<file path="src/sv/dersig_pkg.sv">
// Shared types and constants for the lax DER signature parser.
`default_nettype none

package dersig_pkg;

    localparam int unsigned BYTE_W    = 8;
    localparam int unsigned WORD_W    = 64;
    localparam int unsigned VALUE_W   = 256;
    localparam int unsigned LEN_ACC_W = 56;
    localparam int unsigned LBL_W     = 7;

    localparam logic [BYTE_W-1:0] SEQ_TAG = 8'h30;
    localparam logic [BYTE_W-1:0] INT_TAG = 8'h02;
    localparam int unsigned LONG_FORM_BIT = 7;

    typedef enum logic [3:0] {
        PH_SEQ_TAG,
        PH_SEQ_LEN,
        PH_SEQ_SKIP,
        PH_R_TAG,
        PH_R_LEN,
        PH_R_LENX,
        PH_R_VAL,
        PH_S_TAG,
        PH_S_LEN,
        PH_S_LENX,
        PH_S_VAL,
        PH_TAIL,
        PH_FAIL
    } phase_t;

    // Control from the parser to the value stores.
    typedef struct packed {
        logic step;
        logic last;
        logic shift_r;
        logic shift_s;
    } store_ctl_t;

    // Outcome of the signature after the current byte.
    typedef struct packed {
        logic ok;
        logic too_long;
    } status_t;

endpackage

`default_nettype wire

</file>
<file path="src/sv/dersig_ctrl.sv">
// Parser state machine: tags, length decoding and value byte counting.
`default_nettype none

module dersig_ctrl #(
    parameter int unsigned MAX_LENGTH_BYTES = 8,
    parameter int unsigned VALUE_BYTES      = 32
) (
    input  wire logic                  clk,
    input  wire logic                  rst_n,
    input  wire logic [7:0]            data_byte,
    input  wire logic                  step,
    input  wire logic                  last,
    output dersig_pkg::store_ctl_t     ctl,
    output dersig_pkg::status_t        status
);
    import dersig_pkg::*;

    localparam int unsigned LEN_CNT_W = $clog2(MAX_LENGTH_BYTES);
    localparam int unsigned LEN_CMP_W = LEN_CNT_W + 1;
    localparam int unsigned VAL_CNT_W = $clog2(VALUE_BYTES + 1);

    phase_t                 phase_reg, phase_next;
    logic [LBL_W-1:0]       lbl_reg, lbl_next;
    logic [LEN_ACC_W-1:0]   acc_reg, acc_next;
    logic [LEN_CNT_W-1:0]   sig_len_reg, sig_len_next;
    logic [LEN_ACC_W-1:0]   content_reg, content_next;
    logic [VAL_CNT_W-1:0]   sig_val_reg, sig_val_next;
    logic                   ovf_reg, ovf_next;

    logic                   is_s;
    phase_t                 after_int;
    logic [LEN_ACC_W-1:0]   acc_shift;
    logic [LEN_ACC_W-1:0]   len_value;
    logic [LEN_ACC_W-1:0]   content_dec;
    logic [LBL_W-1:0]       lbl_dec;
    logic                   len_full;
    logic                   val_room;
    logic                   lead_zero_len;
    logic                   lead_zero_val;
    logic                   shift;

    assign is_s          = phase_reg inside {PH_S_TAG, PH_S_LEN, PH_S_LENX, PH_S_VAL};
    assign after_int     = is_s ? PH_TAIL : PH_S_TAG;
    assign acc_shift     = {acc_reg[LEN_ACC_W-BYTE_W-1:0], data_byte};
    assign lead_zero_len = (sig_len_reg == '0) && (data_byte == '0);
    assign lead_zero_val = (sig_val_reg == '0) && (data_byte == '0);
    assign len_value     = lead_zero_len ? acc_reg : acc_shift;
    assign content_dec   = content_reg - LEN_ACC_W'(1);
    assign lbl_dec       = lbl_reg - LBL_W'(1);
    assign len_full      = (LEN_CMP_W'(sig_len_reg) + LEN_CMP_W'(1))
                           >= LEN_CMP_W'(MAX_LENGTH_BYTES);
    assign val_room      = sig_val_reg < VAL_CNT_W'(VALUE_BYTES);

    always_comb
    begin
        phase_next   = phase_reg;
        lbl_next     = lbl_reg;
        acc_next     = acc_reg;
        sig_len_next = sig_len_reg;
        content_next = content_reg;
        sig_val_next = sig_val_reg;
        ovf_next     = ovf_reg;
        shift        = 1'b0;

        case (phase_reg)
            PH_SEQ_TAG:
            begin
                phase_next = (data_byte == SEQ_TAG) ? PH_SEQ_LEN : PH_FAIL;
            end
            PH_SEQ_LEN:
            begin
                if (data_byte[LONG_FORM_BIT])
                begin
                    lbl_next   = data_byte[LBL_W-1:0];
                    phase_next = (data_byte[LBL_W-1:0] == '0) ? PH_R_TAG : PH_SEQ_SKIP;
                end
                else
                begin
                    phase_next = PH_R_TAG;
                end
            end
            PH_SEQ_SKIP:
            begin
                lbl_next = lbl_dec;
                if (lbl_dec == '0)
                begin
                    phase_next = PH_R_TAG;
                end
            end
            PH_R_TAG, PH_S_TAG:
            begin
                if (data_byte != INT_TAG)
                    phase_next = PH_FAIL;
                else
                    phase_next = is_s ? PH_S_LEN : PH_R_LEN;
            end
            PH_R_LEN, PH_S_LEN:
            begin
                sig_val_next = '0;
                if (data_byte[LONG_FORM_BIT])
                begin
                    lbl_next     = data_byte[LBL_W-1:0];
                    acc_next     = '0;
                    sig_len_next = '0;
                    if (data_byte[LBL_W-1:0] == '0)
                    begin
                        content_next = '0;
                        phase_next   = after_int;
                    end
                    else
                    begin
                        phase_next = is_s ? PH_S_LENX : PH_R_LENX;
                    end
                end
                else
                begin
                    content_next = LEN_ACC_W'(data_byte);
                    if (data_byte == '0)
                        phase_next = after_int;
                    else
                        phase_next = is_s ? PH_S_VAL : PH_R_VAL;
                end
            end
            PH_R_LENX, PH_S_LENX:
            begin
                if (!lead_zero_len && len_full)
                begin
                    phase_next = PH_FAIL;
                end
                else
                begin
                    if (!lead_zero_len)
                    begin
                        sig_len_next = sig_len_reg + LEN_CNT_W'(1);
                        acc_next     = acc_shift;
                    end
                    lbl_next = lbl_dec;
                    if (lbl_dec == '0)
                    begin
                        content_next = len_value;
                        sig_val_next = '0;
                        if (len_value == '0)
                            phase_next = after_int;
                        else
                            phase_next = is_s ? PH_S_VAL : PH_R_VAL;
                    end
                end
            end
            PH_R_VAL, PH_S_VAL:
            begin
                if (!lead_zero_val)
                begin
                    if (val_room)
                    begin
                        shift        = 1'b1;
                        sig_val_next = sig_val_reg + VAL_CNT_W'(1);
                    end
                    else
                    begin
                        ovf_next = 1'b1;
                    end
                end
                content_next = content_dec;
                if (content_dec == '0)
                    phase_next = after_int;
            end
            PH_TAIL:
            begin
                phase_next = PH_TAIL;
            end
            default:
            begin
                phase_next = PH_FAIL;
            end
        endcase
    end

    assign ctl.step    = step;
    assign ctl.last    = last;
    assign ctl.shift_r = step && shift && !is_s;
    assign ctl.shift_s = step && shift && is_s;

    assign status.ok       = (phase_next == PH_TAIL);
    assign status.too_long = (phase_next == PH_TAIL) && ovf_next;

    always_ff @(posedge clk or negedge rst_n)
    begin
        if (!rst_n)
        begin
            phase_reg   <= PH_SEQ_TAG;
            lbl_reg     <= '0;
            acc_reg     <= '0;
            sig_len_reg <= '0;
            content_reg <= '0;
            sig_val_reg <= '0;
            ovf_reg     <= 1'b0;
        end
        else if (step)
        begin
            if (last)
            begin
                phase_reg   <= PH_SEQ_TAG;
                lbl_reg     <= '0;
                acc_reg     <= '0;
                sig_len_reg <= '0;
                content_reg <= '0;
                sig_val_reg <= '0;
                ovf_reg     <= 1'b0;
            end
            else
            begin
                phase_reg   <= phase_next;
                lbl_reg     <= lbl_next;
                acc_reg     <= acc_next;
                sig_len_reg <= sig_len_next;
                content_reg <= content_next;
                sig_val_reg <= sig_val_next;
                ovf_reg     <= ovf_next;
            end
        end
    end

endmodule

`default_nettype wire

</file>
<file path="src/sv/dersig_store.sv">
// R and S value shift registers, one byte shifted in per significant byte.
`default_nettype none

module dersig_store (
    input  wire logic                              clk,
    input  wire logic                              rst_n,
    input  wire logic [7:0]                        data_byte,
    input  wire dersig_pkg::store_ctl_t            ctl,
    output logic [dersig_pkg::VALUE_W-1:0]         r_value,
    output logic [dersig_pkg::VALUE_W-1:0]         s_value
);
    import dersig_pkg::*;

    logic [VALUE_W-1:0] r_store_reg;
    logic [VALUE_W-1:0] s_store_reg;

    // Values including the current byte, seen by the result register.
    assign r_value = ctl.shift_r ? {r_store_reg[VALUE_W-BYTE_W-1:0], data_byte} : r_store_reg;
    assign s_value = ctl.shift_s ? {s_store_reg[VALUE_W-BYTE_W-1:0], data_byte} : s_store_reg;

    always_ff @(posedge clk or negedge rst_n)
    begin
        if (!rst_n)
        begin
            r_store_reg <= '0;
            s_store_reg <= '0;
        end
        else if (ctl.step)
        begin
            if (ctl.last)
            begin
                r_store_reg <= '0;
                s_store_reg <= '0;
            end
            else
            begin
                r_store_reg <= r_value;
                s_store_reg <= s_value;
            end
        end
    end

endmodule

`default_nettype wire

</file>
<file path="src/sv/der_signature_lax_parser.sv">
// Top level of the lax DER signature parser.
`default_nettype none

// Lax DER ECDSA signature parser. Bytes of one signature arrive on the item
// channel, the last one flagged by final_byte. The block checks the 0x30
// sequence tag, skips the sequence length (short or long form), then for R and
// S checks the 0x02 tag, decodes the length (leading zero length bytes in the
// long form are skipped; MAX_LENGTH_BYTES or more significant length bytes
// fail) and shifts the significant value bytes into a 256-bit value. Bytes
// after S are ignored. Exactly one result transfer follows each flagged byte:
// parse_ok, too_long and R/S as four 64-bit words each, word3 most
// significant. On failure everything is zero; on a value longer than
// VALUE_BYTES significant bytes too_long is set and both values are zero.
// No range check against a curve order is made.
// Rate: one byte per cycle, sustained unless a flagged byte waits. A byte
// transfer is registered in the input register; the parser logic then updates
// the state and, for a flagged byte, loads the result register, which raises
// result_valid. Only a flagged byte waits on a result still held in the
// output register; other bytes carry on meanwhile.
module der_signature_lax_parser #(
    parameter int unsigned MAX_LENGTH_BYTES = 8,
    parameter int unsigned VALUE_BYTES      = 32
) (
    input  wire logic           clk,
    input  wire logic           rst_n,
    input  wire logic           item_valid,
    output logic                item_ready,
    input  wire logic [7:0]     data_byte,
    input  wire logic           final_byte,
    output logic                result_valid,
    input  wire logic           result_ready,
    output logic                parse_ok,
    output logic                too_long,
    output logic [63:0]         r_word3,
    output logic [63:0]         r_word2,
    output logic [63:0]         r_word1,
    output logic [63:0]         r_word0,
    output logic [63:0]         s_word3,
    output logic [63:0]         s_word2,
    output logic [63:0]         s_word1,
    output logic [63:0]         s_word0
);
    import dersig_pkg::*;

    // Input register
    logic               in_vld_reg, in_vld_next;
    logic [BYTE_W-1:0]  byte_reg;
    logic               last_reg;

    // Result register
    logic               res_vld_reg, res_vld_next;
    logic               ok_reg;
    logic               too_long_reg;
    logic [VALUE_W-1:0] r_reg;
    logic [VALUE_W-1:0] s_reg;

    logic               item_xfer;
    logic               advance;
    logic               load_result;
    logic               keep_value;
    store_ctl_t         ctl;
    status_t            status;
    logic [VALUE_W-1:0] r_value;
    logic [VALUE_W-1:0] s_value;

    // A byte moves on unless it is flagged and the result slot is occupied and not being taken.
    assign advance     = in_vld_reg && (!last_reg || !res_vld_reg || result_ready);
    assign item_ready  = !in_vld_reg || advance;
    assign item_xfer   = item_valid && item_ready;
    assign load_result = advance && last_reg;

    always_comb
    begin
        if (item_xfer)
            in_vld_next = 1'b1;
        else if (advance)
            in_vld_next = 1'b0;
        else
            in_vld_next = in_vld_reg;
    end

    always_comb
    begin
        if (load_result)
            res_vld_next = 1'b1;
        else if (result_ready)
            res_vld_next = 1'b0;
        else
            res_vld_next = res_vld_reg;
    end

    always_ff @(posedge clk or negedge rst_n)
    begin
        if (!rst_n)
        begin
            in_vld_reg  <= 1'b0;
            res_vld_reg <= 1'b0;
        end
        else
        begin
            in_vld_reg  <= in_vld_next;
            res_vld_reg <= res_vld_next;
        end
    end

    always_ff @(posedge clk)
    begin
        if (item_xfer)
        begin
            byte_reg <= data_byte;
            last_reg <= final_byte;
        end
    end

    dersig_ctrl #(
        .MAX_LENGTH_BYTES (MAX_LENGTH_BYTES),
        .VALUE_BYTES      (VALUE_BYTES)
    ) u_ctrl (
        .clk       (clk),
        .rst_n     (rst_n),
        .data_byte (byte_reg),
        .step      (advance),
        .last      (last_reg),
        .ctl       (ctl),
        .status    (status)
    );

    dersig_store u_store (
        .clk       (clk),
        .rst_n     (rst_n),
        .data_byte (byte_reg),
        .ctl       (ctl),
        .r_value   (r_value),
        .s_value   (s_value)
    );

    // Values are only passed on for a clean parse without overflow.
    assign keep_value = status.ok && !status.too_long;

    always_ff @(posedge clk)
    begin
        if (load_result)
        begin
            ok_reg       <= status.ok;
            too_long_reg <= status.too_long;
            r_reg        <= keep_value ? r_value : '0;
            s_reg        <= keep_value ? s_value : '0;
        end
    end

    assign result_valid = res_vld_reg;
    assign parse_ok     = ok_reg;
    assign too_long     = too_long_reg;
    assign r_word3      = r_reg[4*WORD_W-1:3*WORD_W];
    assign r_word2      = r_reg[3*WORD_W-1:2*WORD_W];
    assign r_word1      = r_reg[2*WORD_W-1:WORD_W];
    assign r_word0      = r_reg[WORD_W-1:0];
    assign s_word3      = s_reg[4*WORD_W-1:3*WORD_W];
    assign s_word2      = s_reg[3*WORD_W-1:2*WORD_W];
    assign s_word1      = s_reg[2*WORD_W-1:WORD_W];
    assign s_word0      = s_reg[WORD_W-1:0];

endmodule

`default_nettype wire
</file>
<file path="config.mk">
export PLATFORM = sky130hd
export DESIGN_NAME = der_signature_lax_parser
export DESIGN_NICKNAME = d
export VERILOG_FILES = /design/src/sv/dersig_pkg.sv /design/src/sv/dersig_ctrl.sv /design/src/sv/dersig_store.sv /design/src/sv/der_signature_lax_parser.sv
export SDC_FILE = /design/constraint.sdc
export NUM_CORES = 2
export LEC_CHECK = 0
export ABC_AREA = 1
export BUFFER_PORTS_ARGS = -buffer_cell sky130_fd_sc_hd__buf_2
export CAP_MARGIN = 20
export CORE_AREA = 2 2 353 355
export CTS_BUF_LIST = sky130_fd_sc_hd__clkbuf_2
export DETAILED_ROUTE_END_ITERATION = 12
export DIE_AREA = 0 0 355 357
export GPL_TIMING_DRIVEN = 1
export PLACE_DENSITY = 0.67
export SYNTH_ARGS = -nofsm -noshare
export SYNTH_HDL_FRONTEND = slang
export SYNTH_HIERARCHICAL = 1
export SYNTH_SLANG_ARGS = --single-unit
</file>
<file path="constraint.sdc">
create_clock -name clk -period 35.1 [get_ports clk]
set_clock_uncertainty 0.1 [all_clocks]
set_input_delay 1.755 -clock clk [delete_from_list [all_inputs] [get_ports clk]]
set_output_delay 1.755 -clock clk [all_outputs]
set_load 0.02 [all_outputs]
</file>
### Word level (Yosys, flattened, before mapping)

Index checks and enable logic that the tools add are counted.

| storage, ports and cells | value |
|---|---|
| output and inout port bits | 516 |
| memories kept | 0 |
| register bits | 1170 |
| word-level logic and storage cells | 149 |
| ROM bits | 0 |
| input bits | 13 |
| latch bits | 0 |
| bits in writable memories | 0 |

| cells by class | value |
|---|---|
| magnitude comparators | 2 |
| divide/modulo/power cells | 0 |
| reduce and logical (&&, ||, !) cells | 44 |
| muxes and demuxes | 59 |
| equal/unequal tests | 22 |
| bitwise gates (word level) | 0 |
| $mul | 0 |
| shift operators | 0 |
| add/sub/neg operators | 5 |

Operators by type and width:

| cell | number |
|---|---|
| $mux W256 | 4 |
| $mux W56 | 9 |
| $pmux W56 S3 | 1 |
| $logic_not A56 Y1 | 2 |
| $pmux W56 S2 | 1 |
| $mux W4 | 16 |
| $sub A56 B1 Y56 const B | 1 |
| $pmux W4 S8 | 1 |
| $mux W6 | 5 |
| $mux W7 | 3 |
| $pmux W7 S3 | 1 |
| $eq A4 B4 Y1 const B | 5 |
| $pmux W6 S3 | 1 |
| $eq A4 B3 Y1 const B | 4 |
| $logic_not A7 Y1 | 2 |
| $mux W1 | 12 |
| $mux W3 | 4 |
| $ne A3 B3 Y1 const B | 4 |
| $reduce_bool A4 Y1 | 3 |
| $logic_and A1 B1 Y1 | 11 |
| $reduce_and A5 Y1 | 2 |
| $eq A4 B2 Y1 const B | 2 |
| $eq A8 B6 Y1 const B | 1 |
| $logic_not A8 Y1 | 1 |
| 23 further kinds | 36 |

### Depth between registers and ports, before layout

| logic depth | value |
|---|---|
| depth after elaboration | 12 |
| depth in mapped cells | 25 |
| depth with buffers taken out | 22 |

### By module

Netlist, hierarchy kept.

By module, submodules not included:

| module | times used | area an instance (µm²) | cells each | sequential area each (µm²) |
|---|---|---|---|---|
| dersig_store | 1 | 25445.7 | 3814 | 12812.3 |
| der_signature_lax_parser | 1 | 20271.9 | 1619 | 15755.1 |
| dersig_ctrl | 1 | 9332.7 | 1451 | 3328.2 |

### Least setup slack after synthesis

OpenSTA, ideal clock, no wires.

| timing path | value |
|---|---|
| path type | input port to flip-flop |
| start | input port result_ready |
| end | register ok_reg, in the netlist parse_ok (enable) |
| slack | 22.294 ns |
| library setup time | 0.859 ns |
| required time | 34.141 ns |
| arrival | 11.847 ns |
| path buffers | 0 |
| stages on the path | 4 |
| cells stage by stage | inv_1 > nand2_1 > nand3_1 > inv_1 |

| between the ends | value |
|---|---|
| longest elaborated chain between the ends | 3 |

RTL lines:

| what | RTL line | RTL |
|---|---|---|
| start, declared | der_signature_lax_parser.sv:31 | `input wire logic result_ready,` |
| $logic_or A1 B1 Y1 | der_signature_lax_parser.sv:67 | `assign advance = in_vld_reg && (!last_reg \|\| !res_vld_reg \|\| result_ready);` |
| $logic_and A1 B1 Y1 | der_signature_lax_parser.sv:67 |  |
| $logic_and A1 B1 Y1 | der_signature_lax_parser.sv:70 | `assign load_result = advance && last_reg;` |
| via load_result | der_signature_lax_parser.sv:59 | `logic load_result;` |
| end signal, assigned | der_signature_lax_parser.sv:144 | `ok_reg <= status.ok;` |
| end, declared | der_signature_lax_parser.sv:52 | `logic ok_reg;` |

The timed path passes the listed nets, and every way through them passes these cells.
A chain may end at the register's enable or synchronous reset.

==> out/summary.log <==
[floorplan] full die area 127000 sq um
[global_route] GRT Resource Usage Total 24.2%
[finish] top library cells by usage in the layout, fill and taps aside 3549 x sky130_fd_sc_hd__nand2_1, 717 x sky130_fd_sc_hd__nor2_1, 654 x sky130_fd_sc_hd__inv_1
[placement] Detail Placement HPWL 98900 um
[synth] ys flop type sky130_fd_sc_hd__dfrtp_1
[worst_setup_path] Crit Path Class register to register
[sta] Worst Max-Slew Pin Slew 1270 ps
[synth] sequential element share of the synthesized area 57.9%
[worst_setup_path] crit path capture type register
[min_path] hold crit path type register to register
[pwr] portion of total power attributed to sequential cells 45.7%
[clock_network] number of buffers created by CTS 322
[detailed_routing] wire length per cell 16.7 um
[detailed_routing] total routed wirelength 156000 um
[sta] total negative slack 0 ps
[clock_network] TritonCTS clock tree built
[sta] Setup Viol. Count Final 0
[pwr] Switching Fraction 37.1%
[placement] number of placed cells counting well taps 8750
[worst_setup_path] Slowest-stage cell, CP sky130_fd_sc_hd__buf_4
[status] outcome finished, final reports clean
[finish] area occupied by registers 31900 sq um
[global_route] first-pass GRT wire length 242000 um
[pwr] leak pwr 0.0300 uW
[worst_setup_path] biggest fanout along the worst timing path 218
[pwr] part of the power in combinational logic 24.7%
[synth] synthesized cell area 55100 sq um
[clock_network] Sink Count 1170
[run] Max-cap violations 0
[detailed_routing] DRC errors left 0
[detailed_routing] initial drt markers 4746
[worst_setup_path] startpoint type of the worst setup path register
[pwr] power density over the cells 53.9 nW/um^2
[synth] Cell variety after synth 47
[synth] total number of yosys warnings 6
[placement] global placement routability congestion 0.900
[worst_setup_path] crit path cell chain nor2_1 > nand2_2 > nor2_4 > nand2_2 > buf_12 > nand2_1 > nand2_1 > nor2_1 > nand2_1 > nor2_1 > nand2_1 > nor2_1 > nand2_1 > nand2_1 > a21oi_1 > nand2_1 > nand3_2 > nor2_1 > inv_1 > nand2_8 > buf_12 > buf_4 > buf_4 > nor2_1
[finish] most common cell after layout, fill and taps aside sky130_fd_sc_hd__nand2_1
[clock_network] cell at the root of the clock tree sky130_fd_sc_hd__clkbuf_2
[synth] share of async-settable or async-resettable flops after synthesis 55.3%
[finish] fraction of final layout cells sized beyond drive strength 1 14.7%
[clock_network] Clock Tree Buf Depth 4
[finish] area taken by multi-input logic gates 18700 sq um
[synth] synthesized flop and latch total 1170
[worst_setup_path] WP data required 36410 ps
[floorplan] Die Height 357 um
[finish] synthesis-to-layout area growth 11.3%
[floorplan] Core Area 123000 sq um
[worst_setup_path] Worst path most repeated cell sky130_fd_sc_hd__nand2_1
[clock_network] clock slew at the register clock pins of the worst setup and hold paths 110 ps
[placement] Port Buffers 528
[clock_network] postcts setup bufs 0
[global_route] via count of the first global-routing pass 43988
[sta] slew margin rel. 15.2%
[sta] Final Critical Period 7310 ps
[floorplan] Rows 129
[detailed_routing] number of detailed-routing iterations run before antenna repair 8
[worst_setup_path] signal arrival time at the worst endpoint 8630 ps
[synth] number of enable-type register cells in the synthesized netlist 523
[floorplan] initial standard-cell utilization of the core 44.8%
[sta] highest clock rate 137 MHz
[pwr] power spent charging and discharging nets 1220 uW
[global_route] maximum number of pins on one net before global-route repair 228
[synth] Post-Synthesis Net Count 6905
[detailed_routing] routed via count 46166
[detailed_routing] DRT antenna net count 0
[clock_network] latest clock arrival within the worst-skew pair 1790 ps
[synth] instance count of the mapped netlist 6884
[finish] number of nets at the end of the flow 7473
[worst_setup_path] delay of the slowest critical-path stage 940 ps
[synth] post-synthesis area per instance 8.00 sq um
[detailed_routing] drt via density 4.94
[pwr] part of the total power dissipated in the clock network 29.6%
[pwr] cell internal pwr 2080 uW
[clock_network] H-tree Lvls 5
[sta] final hold slack 387 ps
[pwr] peak ir drop on the vdd network 0.0000333 V
[sta] fraction of the cycle the final worst path needs 20.8%
[finish] number of standard cells in the layout, taps in and fillers out 9343
[floorplan] floorplan die width 355 um
[sta] setup repair after global routing missed its margin false
[global_route] grt total ovfl 0
[finish] filler cell count 11881
[floorplan] I/O pin cnt 529
[global_route] antenna violations before repair 5
[pwr] Total Power 3300 uW
[sta] final count of hold timing violations 0
[sta] Final Max Tran Viols 0
[stage by stage]
step                util, %  cell area, sq um  worst slack (ps)
floorplan                 -             55100             22290
global placement       47.3             58200             27330
detailed placement     47.3             58200             27130
CTS                    49.8             61200             27010
global route           49.8             61300             26970
finish                 49.8             61300             27790
[cells in the mapped netlist, types with 3 or more instances]
library cell                instances  area [sq um]
sky130_fd_sc_hd__nand2_1         3549         13300
sky130_fd_sc_hd__nor2_1           719          2700
sky130_fd_sc_hd__inv_1            655          2460
sky130_fd_sc_hd__dfrtp_1          647         16200
sky130_fd_sc_hd__edfxtp_1         523         15700
sky130_fd_sc_hd__buf_2            190           951
sky130_fd_sc_hd__o21ai_0          122           611
sky130_fd_sc_hd__nand3_1          106           531
sky130_fd_sc_hd__clkbuf_1          68           255
sky130_fd_sc_hd__buf_6             55           619
sky130_fd_sc_hd__a21oi_1           46           230
sky130_fd_sc_hd__xor2_1            31           272
sky130_fd_sc_hd__o22ai_1           18           113
sky130_fd_sc_hd__o31ai_1           16           120
sky130_fd_sc_hd__buf_1             14          52.6
sky130_fd_sc_hd__nor3_1            14          70.1
sky130_fd_sc_hd__buf_4             12          90.1
sky130_fd_sc_hd__nand4_1           11          68.8
sky130_fd_sc_hd__ha_1               8           100
sky130_fd_sc_hd__nor2_2             8          50.1
sky130_fd_sc_hd__inv_2              7          26.3
sky130_fd_sc_hd__nand2_2            6          37.5
sky130_fd_sc_hd__nor2_4             6          67.6
sky130_fd_sc_hd__o211ai_1           6          45.0
sky130_fd_sc_hd__o21ai_1            5          25.0
sky130_fd_sc_hd__o21ai_2            5          43.8
sky130_fd_sc_hd__nand3b_1           4          30.0
sky130_fd_sc_hd__o2111ai_1          4          35.0
sky130_fd_sc_hd__o21bai_1           3          22.5
sky130_fd_sc_hd__or2_2              3          18.8
[power groups by stage]
stage	Clock (uW)	Sequential [uW]	Combinational, uW
6_report	977	1510	817
5_1_grt	1080	1520	897
4_1_cts	1010	1510	801
3_5_place_dp	0	1540	797
3_3_place_gp	0	1540	795
2_1_floorplan	0	1580	531
[worst max-delay path: cells and delay by family, from the launching register on]
kind | cells | cell delay (ps)
AOI/OAI and AO/OA | 1 | 60
DFF | 1 | 530
buffers and inverters | 5 | 2790
and+or+nand+nor | 18 | 3150
[cell type report]
type	instances	area share (%)
Tap cell	1637	3.34
Antenna cell	13	0.0531
Clock inverter	78	0.684
Timing Repair Buffer	583	5.23
Multi-Input combinational cell	4711	30.5
Inverter	664	4.12
Clock buffer	487	3.98
Sequential cell	1170	52.0
[worst paths after layout]
check                                          from                        to  slack [ps]  cells after the start
min                        u_store/s_store_reg[254]  u_store/s_store_reg[254]         390                      2
min reg2reg                u_store/s_store_reg[254]  u_store/s_store_reg[254]         390                      2
min in group asynchronous                     rst_n   u_store/s_store_reg[78]         530                      2
max                                     byte_reg[1]                r_reg[101]       27790                     24
max in group asynchronous                     rst_n  u_store/s_store_reg[160]       31360                      5
max reg2reg                             byte_reg[1]                r_reg[101]       27790                     24
[kinds of logic after synthesis]
| kind of cell | after synthesis | synth area share (%) |
|---|---|---|
| mux | 1 | 0.0182 |
| buf+inv | 1003 | 8.11 |
| flops | 1170 | 57.9 |
| simple gates | 4434 | 30.8 |
| xor+xnor | 31 | 0.493 |
| fa+ha+maj | 8 | 0.182 |
| compound gates | 237 | 2.43 |
[per-layer routing]
metal	GRT usage (%)	wire, um
met4	9.21	4780
met3	5.34	11900
met1	33.7	67600
met5	0	25
met2	37.0	71400
[repair_timing]
action,4_1_cts,5_1_grt
endpoints found under the hold margin,109,0
hold buffers,13,0
resized for setup,0,0
No activity file was read; power rests on OpenSTA's default activity.
